$ cat config.mk
export PLATFORM = sky130hd
export DESIGN_NAME = lhm_bucket_mem
export DESIGN_NICKNAME = d
export VERILOG_FILES = /design/src/hdl/lhm_pkg.sv /design/src/hdl/lhm_bucket_mem.sv
export SDC_FILE = /design/constraint.sdc
export NUM_CORES = 2
export LEC_CHECK = 0
export ABC_AREA = 1
export BUFFER_PORTS_ARGS = -buffer_cell sky130_fd_sc_hd__buf_2
export CAP_MARGIN = 20
export CORE_ASPECT_RATIO = 0.9
export CORE_MARGIN = 1
export CORE_UTILIZATION = 30
export CTS_BUF_LIST = sky130_fd_sc_hd__clkbuf_16
export DETAILED_ROUTE_END_ITERATION = 12
export PLACE_DENSITY = 0.45
export SYNTH_ARGS = -nofsm -noshare
export SYNTH_HDL_FRONTEND = slang
export SYNTH_SLANG_ARGS = --single-unit
$ cat constraint.sdc
create_clock -name i_clk -period 3.35 [get_ports i_clk]
set_clock_uncertainty 0.15 [all_clocks]
set_input_delay 0.8375 -clock i_clk [delete_from_list [all_inputs] [get_ports i_clk]]
set_output_delay 0.8375 -clock i_clk [all_outputs]
set_load 0.02 [all_outputs]
$ cat src/hdl/lhm_pkg.sv
package lhm_pkg;

    // field widths of the transaction payloads
    localparam int ACT_W      = 2;
    localparam int LAT_W      = 24;
    localparam int BYTE_W     = 11;
    localparam int CNT_W      = 32;
    localparam int LSUM_W     = 56;
    localparam int EDGE_OUT_W = 15;

    // default histogram geometry
    localparam int BUCKETS_DEF   = 128;
    localparam int BUCKET_US_DEF = 250;

    // 99th percentile as a ratio
    localparam int PCT_NUM = 99;
    localparam int PCT_DEN = 100;
    localparam int X_W     = CNT_W + $clog2(PCT_DEN);

    typedef enum logic [ACT_W-1:0] {
        ACT_CLEAR  = 2'd0,
        ACT_RECORD = 2'd1,
        ACT_REPORT = 2'd2,
        ACT_NONE   = 2'd3
    } t_action;

    typedef enum logic [2:0] {
        S_INIT,
        S_IDLE,
        S_CLEAR,
        S_IDX,
        S_WR,
        S_WALK,
        S_DONE
    } t_state;

    typedef struct packed {
        t_action             action;
        logic [LAT_W-1:0]    latency_us;
        logic [BYTE_W-1:0]   sent_bytes;
        logic [BYTE_W-1:0]   received_bytes;
    } t_in;

    typedef struct packed {
        logic [CNT_W-1:0]      frame_total;
        logic [CNT_W-1:0]      sent_total;
        logic [CNT_W-1:0]      received_total;
        logic [LAT_W-1:0]      latency_min;
        logic [LAT_W-1:0]      latency_max;
        logic [LSUM_W-1:0]     latency_sum;
        logic [EDGE_OUT_W-1:0] p99_edge_us;
        logic                  p99_saturated;
    } t_out;

endpackage

$ cat src/hdl/lhm_bucket_mem.sv
module lhm_bucket_mem
    import lhm_pkg::*;
#(
    parameter int DEPTH = BUCKETS_DEF,
    parameter int AW    = $clog2(DEPTH)
) (
    input  logic             i_clk,
    input  logic             i_wr_en,
    input  logic [AW-1:0]    i_wr_addr,
    input  logic [CNT_W-1:0] i_wr_data,
    input  logic             i_rd_en,
    input  logic [AW-1:0]    i_rd_addr,
    output logic [CNT_W-1:0] o_rd_data
);

    logic [CNT_W-1:0] r_mem [DEPTH];
    logic [CNT_W-1:0] r_rd_data;

    // single write port
    always_ff @(posedge i_clk) begin
        if (i_wr_en) begin
            r_mem[i_wr_addr] <= i_wr_data;
        end
    end

    // registered read port
    always_ff @(posedge i_clk) begin
        if (i_rd_en) begin
            r_rd_data <= r_mem[i_rd_addr];
        end
    end

    assign o_rd_data = r_rd_data;

endmodule

==> results.toml <==
[outcome]
outcome = "finished, final reports clean"

[global_routing]
grt_max_degree = 128
grt_use_total_pct = 20.9
overflow = 0
grt_pass1_vias = 106000
grt_pass1_wl_um = 832000
antenna_found_initial = 78

[clocking]
cts_setup_buffers = 0
clock_sink_count = 4128
clock-root-buffer = "clkbuf_16"
cts.repair.resized = 0
clk_pin_slew_ns = 0.06
cts_tree = "yes"
cts.path.max_buffers = 4
htree_levels = 5
clk_latency_ns = 1.04
holdBufCountCts = 3
numCtsBuffers = 449

[worst_setup_path]
cp_max_fo = 2
ff2ff_setup_slack_ns = 0.82
crit_chain = "buf_2"
slowest_stage = "edfxtp_1"
cp_top_family = "flip-flops"
worstPathBufferInverterCount = 1
crit_path_end_kind = "primary output"
worstSetupStartpointType = "flip-flop"
critPathArrivalTime_ns = 2.26
criticalPathCategory = "flip-flop to primary output"
required_ns = 2.36
cpPeakStageDelay_ns = 0.91

[sta]
period_minus_slack_ns = 3.25
worstMarginPinSlew_ns = 1.06
max_freq_mhz = 308
hold_ws_ns = 0.0886
rsz0062_at_grt = "false"
drv_slew = 0
setup_ws_ns = 0.0981
min_period_over_period_pct = 97.1
setup_viol = 0
timing_hold_violations_final = 0
slew-limit-headroom_pct = 28.9

[routing]
post_drt_wl_per_cell_um = 27.2
wl_um = 595000
drtIter0Drc = 13800
viasPerCell = 5.07
dr.pass1.iters = 6
drcViolationCount = 0
dr_total_vias = 111000
ant_nets = 0

[pwr]
p_per_area_mw_per_mm2 = 571
leakagePower_nw = 70.0
peakVddDrop_mv = 0.509

[floorplanning]
ios = 81
die-area_mm2 = 0.553
initial_utilization_pct = 30.2
placementRows = 257
core_mm2 = 0.546
die-width_um = 784
die_height_um = 705

[synth]
synth_common_cells = "nand2_1 (4151), edfxtp_1 (4128), nand3_1 (4035)"
synth.top_cell.area_share_pct = 75.1
synth.avg_cell_area_um2 = 12.3
synth_edf_count = 4128
synth_area_mm2 = 0.165
post-synth-top-count-cell = "nand2_1"
yosysSeqAreaShare_pct = 75.1
syn_nets = 13400
ys.warnings.count = 0
ys_types = 14
async_flop_share_pct = 0
yosysTopAreaCell = "edfxtp_1"
ys.flop_type = "edfxtp_1"
yosys-top-cells-area = "edfxtp_1 (75%), nand3_1 (12%), nand2_1 (9.4%), buf_2 (1.8%), buf_4 (0.39%)"
syn_inst = 13400
ys_seq_elements = 4128

[place]
pre_cts_ws_ns = -0.715
hpwl_um = 369000
place_inst = 21000
place.gp.congestion = 0.821
portBuffers = 80

[cells_and_area]
nets = 14300
fin_cells = 21900
drive_above_1_share_pct = 13.9
fillCellCount = 52900
post-route-util_pct = 36.6
area_growth_pct = 21.0

[job]
maxCapViolations = 0

[worst_hold_path]
hp-class = "input pin to flip-flop"
## routing by layer
layer	global-route usage, %	wire length, um
met5	0	13
met2	32.0	265000
met1	31.3	273000
met4	4.97	14800
met3	2.88	42100
## through the flow
stage | power, mW | area (um^2) | TNS (ns)
4_1_cts | 115 | 200000 | 0
6_report | 114 | 200000 | 0
3_5_place_dp | 67.0 | 185000 | -7.15
5_1_grt | 117 | 200000 | 0
3_3_place_gp | 67.0 | 185000 | -6.83
2_1_floorplan | 61.7 | 165000 | -79.20
## sequential cells by signal, summed over array words and instances (netlist names)
signal / cells
o_rd_data: 32
r_mem: 4096
## logic make-up after synthesis
logic type,count (synthesis),share of synthesized area (%)
buf+inv,933,2.84
flops,4128,75.1
simple gates,8328,22.0
## where the power goes
part | total, mW | internal (mW) | switching [mW] | leakage [nW]
sequential | 57.2 | 57.1 | 0.164 | 37.1
combinational | 8.64 | 2.60 | 6.04 | 25.6
clock | 48.0 | 27.0 | 21.0 | 7.24
total | 114 | 86.7 | 27.2 | 70.0
## path summary, 6_finish.rpt
| path | startpoint | to | cells after the start |
|---|---|---|---|
| max | o_rd_data[20]$_DFFE_PP_ | o_rd_data[20] | 1 |
| max reg2reg | r_mem[95][16]$_DFFE_PP_ | o_rd_data[16]$_DFFE_PP_ | 8 |
| min reg2reg | r_mem[2][8]$_DFFE_PP_ | o_rd_data[8]$_DFFE_PP_ | 8 |
| min | i_wr_data[11] | r_mem[52][11]$_DFFE_PP_ | 1 |
## layout make-up
cell class              instances  area, um^2  area share (%)
flip-flops and latches       4128      124000            62.1
repair buffers               1298       15000            7.52
inverters                      24         144          0.0721
well taps                    7252        9070            4.55
diodes                         23        57.6          0.0288
clock inverters               360        2690            1.35
clock buffers                 454       11400            5.69
multi-input cells            8328       37300            18.7
## cells in the final DEF (no fill, tap or decap), types with 6 or more instances in the layout
cell	instances
diode_2	23
clkinv_8	8
nand2_1	4143
inv_1	119
clkinv_16	6
nand2_2	8
edfxtp_1	4128
clkinvlp_4	14
bufinv_16	34
buf_2	42
nor2_1	6
buf_12	417
clkinv_1	117
inv_6	8
buf_4	800
clkinv_2	71
nor2_4	128
clkbuf_16	454
nand3_1	4035
buf_6	32
nor3_1	8
Note: power is estimated with default switching activity, not from simulation.
