## src/hdl/lhm_pkg.sv

```systemverilog
package lhm_pkg;

    // field widths of the transaction payloads
    localparam int ACT_W      = 2;
    localparam int LAT_W      = 24;
    localparam int BYTE_W     = 11;
    localparam int CNT_W      = 32;
    localparam int LSUM_W     = 56;
    localparam int EDGE_OUT_W = 15;

    // default histogram geometry
    localparam int BUCKETS_DEF   = 128;
    localparam int BUCKET_US_DEF = 250;

    // 99th percentile as a ratio
    localparam int PCT_NUM = 99;
    localparam int PCT_DEN = 100;
    localparam int X_W     = CNT_W + $clog2(PCT_DEN);

    typedef enum logic [ACT_W-1:0] {
        ACT_CLEAR  = 2'd0,
        ACT_RECORD = 2'd1,
        ACT_REPORT = 2'd2,
        ACT_NONE   = 2'd3
    } t_action;

    typedef enum logic [2:0] {
        S_INIT,
        S_IDLE,
        S_CLEAR,
        S_IDX,
        S_WR,
        S_WALK,
        S_DONE
    } t_state;

    typedef struct packed {
        t_action             action;
        logic [LAT_W-1:0]    latency_us;
        logic [BYTE_W-1:0]   sent_bytes;
        logic [BYTE_W-1:0]   received_bytes;
    } t_in;

    typedef struct packed {
        logic [CNT_W-1:0]      frame_total;
        logic [CNT_W-1:0]      sent_total;
        logic [CNT_W-1:0]      received_total;
        logic [LAT_W-1:0]      latency_min;
        logic [LAT_W-1:0]      latency_max;
        logic [LSUM_W-1:0]     latency_sum;
        logic [EDGE_OUT_W-1:0] p99_edge_us;
        logic                  p99_saturated;
    } t_out;

endpackage

```

## src/hdl/lhm_bucket_index.sv

```systemverilog
module lhm_bucket_index
    import lhm_pkg::*;
#(
    parameter int BUCKETS   = BUCKETS_DEF,
    parameter int BUCKET_US = BUCKET_US_DEF,
    parameter int AW        = $clog2(BUCKETS)
) (
    input  logic             i_clk,
    input  logic             i_load,
    input  logic [LAT_W-1:0] i_latency,
    output logic [AW-1:0]    o_index
);

    // reciprocal of the bucket width, scaled so the estimate is short by at most one
    localparam int          SHIFT      = LAT_W + $clog2(BUCKET_US);
    localparam logic [63:0] RECIP_FULL = (64'd1 << SHIFT) / BUCKET_US;
    localparam int          RW         = LAT_W + 1;
    localparam logic [RW-1:0] RECIP    = RECIP_FULL[RW-1:0];
    localparam int          PW         = LAT_W + RW;
    localparam int          BW         = $clog2(BUCKET_US + 1);
    localparam int          QB_W       = RW + BW;

    logic [PW-1:0]    r_prod;
    logic [LAT_W-1:0] r_lat;
    logic [RW-1:0]    q_est;
    logic [QB_W-1:0]  q_back;
    logic [QB_W-1:0]  q_rem;
    logic [RW-1:0]    q_fix;

    // reciprocal multiply, registered
    always_ff @(posedge i_clk) begin
        if (i_load) begin
            r_prod <= PW'(i_latency) * PW'(RECIP);
            r_lat  <= i_latency;
        end
    end

    // remainder check corrects the estimate, then clamp into the last bucket
    always_comb begin
        q_est  = RW'(r_prod >> SHIFT);
        q_back = QB_W'(q_est) * QB_W'(BUCKET_US);
        q_rem  = QB_W'(r_lat) - q_back;
        q_fix  = (q_rem >= QB_W'(BUCKET_US)) ? q_est + RW'(1) : q_est;
        if (q_fix >= RW'(BUCKETS)) begin
            o_index = AW'(BUCKETS - 1);
        end else begin
            o_index = q_fix[AW-1:0];
        end
    end

endmodule
```

## config.mk

```make
export PLATFORM = sky130hd
export DESIGN_NAME = lhm_bucket_index
export DESIGN_NICKNAME = d
export VERILOG_FILES = /design/src/hdl/lhm_pkg.sv /design/src/hdl/lhm_bucket_index.sv
export SDC_FILE = /design/constraint.sdc
export NUM_CORES = 1
export LEC_CHECK = 0
export ABC_CLOCK_PERIOD_IN_PS = 12150
export BUFFER_PORTS_ARGS = -buffer_cell sky130_fd_sc_hd__buf_2
export CORE_ASPECT_RATIO = 1.4
export CORE_MARGIN = 1.5
export CORE_UTILIZATION = 70
export CTS_CLUSTER_DIAMETER = 80
export DETAILED_ROUTE_END_ITERATION = 8
export PLACE_DENSITY_LB_ADDON = 0.2
export RECOVER_POWER = 25
export SYNTH_ARGS = -nofsm -noshare
export SYNTH_HDL_FRONTEND = slang
export SYNTH_SLANG_ARGS = --single-unit
export TNS_END_PERCENT = 20
```

## constraint.sdc

```tcl
create_clock -name i_clk -period 12.15 [get_ports i_clk]
set_input_delay 2.43 -clock i_clk [delete_from_list [all_inputs] [get_ports i_clk]]
set_output_delay 2.43 -clock i_clk [all_outputs]
set_load 0.01 [all_outputs]
```

==> results.md <==
- Status: finished, final reports clean
- Largest cells by area after synthesis: fa_1, ha_1, inv_1
- Layout cell share with drive strength beyond 1: 2.50%
- CTS sink cnt: 40
- Top-count cell post-synth: inv_1
- Slew HR: 34.3%
- Syn_area_per_cell: 9.79 sq um
- Syn Std Cell Area: between 10000 and 15000 sq um
- Largest net degree at the start of global routing: 41
- Port Buf Inserts: 32
- Routed via count: 10700
- Max Cap Viol: 0
- Clock Tree Root: clkbuf_16
- First-pass GRT wire length: 59400 um
- Area after DPL: about 15000 sq um
- Syn nets: 2067
- Crit path max fanout: 12
- Core box area: 20500 sq um
- GRT Total Usage: 35.5%
- Initial Utilization: between 70% and 80%
- Via density: 6.01
- I/O Pins: 33
- Reg area: 1200 sq um
- Die Y: 174 um
- Final setup vio count: 0
- Synth top area share: 32.0%
- Design area: 15100 sq um
- Chip Width: 125 um
- CTS Hold Bufs: 0
- Slew @ Worst Pin: between 0.9 and 1 ns
- Hold Path Class: input pin to flop
- Die area: 21700 sq um
- Pre-antenna DRT Iters: 5
- Crit Path Class: flop to primary output
- Post-cts resize count: 0
- Inserted Diodes: 0
- Initial antenna violation count: 0
- Top cell type by total area after synthesis: fa_1
- Synth unique cells: 69
- Fillers: between 1500 and 2000
- TritonCTS buffer count: 5
- Ys flop type: edfxtp_1
- Multi-input gate area: 11900 sq um
- Hold Crit Depth: 1
- Wire per inst: 20.4 um
- CTS tree: built
- Htree depth: 2
- Endpoints failing hold: 0
- Site Rows: 62
- Layout area overhead: 4.07%
- Final TNS setup: 0 ns
- Setup Fix Bufs, Post-CTS: 0
- Vias in the first global route: 11800
- FF+latch count, synth: 40
- Minimum clock period: about 10 ns
- Longest Clk Path Bufs: 2
- Initial drt markers: 507
- Final HPWL DP: 31900 um
- CP arrival: ~8 ns
- Startpoint class of the critical path: flop
- Ys async rst share: 0%
- Routability-driven placement congestion ratio: 0.989
- Mapped Cells: 1487
- Final WL: 36300 um
- Number of routed nets with antenna violations: 0
- Fin crit share: 85.5%
- Highest clock rate: just under 100 MHz
- Fin. max-slew vios: 0
- DR DRC count: 0
- Sequential area share after synthesis: 8.25%
- Worst Setup End Kind: primary output
- RSZ-0062 raised after global routing: false
- Yosys warning count: 0
- CP Data Required Time: 9.72 ns
- Clock transition at path regs: 0.07 ns
- Final net count: 2099
- Number of synthesized flops with an enable pin: 40
- Gr ovfl total: 0
- Synth top cells by count: inv_1, ha_1, fa_1
sequential cells by signal (all words and copies together), names as in the netlist:
name and count:
r_lat 22, r_prod 18
final timing paths:
kind / start / end / slack [ns]
setup / recovery: r_prod[32]$_DFFE_PP_ / o_index[2] / 1.76
hold / removal: i_latency[8] / r_lat[8]$_DFFE_PP_ / 2.57
critical path: stages, from the launching register on:
cell and delay (ns):
edfxtp_1 0.55, fa_1 0.59, inv_1 0.06, fa_1 0.53, fa_1 0.44, fa_1 0.51
inv_1 0.04, ha_1 0.30, inv_1 0.07, o21bai_1 0.17, a21oi_1 0.12, nor2b_1 0.12
o21ai_0 0.10, a21oi_1 0.32, nor2_1 0.11, xnor2_1 0.19, ha_1 0.55, and2_1 0.23
nand3_1 0.10, a211oi_1 0.49, nor2_1 0.16, a21boi_0 0.38, xor2_1 0.16, or4b_4 0.64
o21ai_1 0.22, o2bb2ai_2 0.20, nand3_1 0.12, buf_2 0.16
per-layer routing:
metal / share of wire, % / GRT usage, % / routed length, um
met4: 7.0 / 20.4 / 2530
met2: 54 / 67.5 / 19600
met1: 36 / 38.5 / 13000
met5: 0 / 0 / 0
met3: 3.3 / 2.72 / 1180
kinds of logic after synthesis:
group,after synthesis,share of synthesized area (%)
xor gates and xnor gates,39,2.35
buffers and inverters,396,10.3
adders and majority gates,554,59.6
muxes,8,0.550
and+or+nand+nor,236,8.65
AOI/OAI and AO/OA,214,10.3
DFF,40,8.25
cell type report:
type / instances / share of cell area (%)
multi-input cells: 1051 / 78.3
inverters: 389 / 9.64
flip-flops and latches: 40 / 7.93
well taps: 256 / 2.11
repair buffers: 32 / 0.884
clock buffers: 5 / 0.826
clock inverters: 3 / 0.306
stage by stage:
step,hold WS (ns),worst slack [ns],instances,util (%)
after floorplan,2.53,3.09,1487,-
after global placement,2.81,2.32,1768,73.3
after detailed placement,2.80,2.23,1768,73.3
after CTS,2.49,1.85,1776,74.1
after global routing,2.57,1.24,1776,74.0
final,2.57,1.76,1776,74.0
cells in the final DEF, fill, tap and decap left out, drive strengths merged, types with 5 or more instances in the layout:
| cell | n |
|---|---|
| nor2 | 55 |
| and3 | 10 |
| xnor2 | 25 |
| clkbuf | 26 |
| ha | 321 |
| nand3 | 29 |
| nor3 | 20 |
| nand2 | 39 |
| a211o | 7 |
| a21o | 27 |
| o221ai | 5 |
| a31oi | 8 |
| nor4 | 6 |
| o21bai | 9 |
| o211ai | 10 |
| nor2b | 15 |
| mux2i | 8 |
| o21a | 12 |
| nand4 | 13 |
| buf | 11 |
| o2111ai | 5 |
| nand3b | 5 |
| o21ai | 41 |
| or2 | 6 |
| and2 | 10 |
| a2111oi | 5 |
| a211oi | 11 |
| nand2b | 11 |
| edfxtp | 40 |
| xor2 | 14 |
| inv | 390 |
| a21oi | 47 |
| fa | 233 |
Power is left out: the tool's default activity adds up to more than one toggle a clock period on the data nets, which glitch-free logic cannot reach.
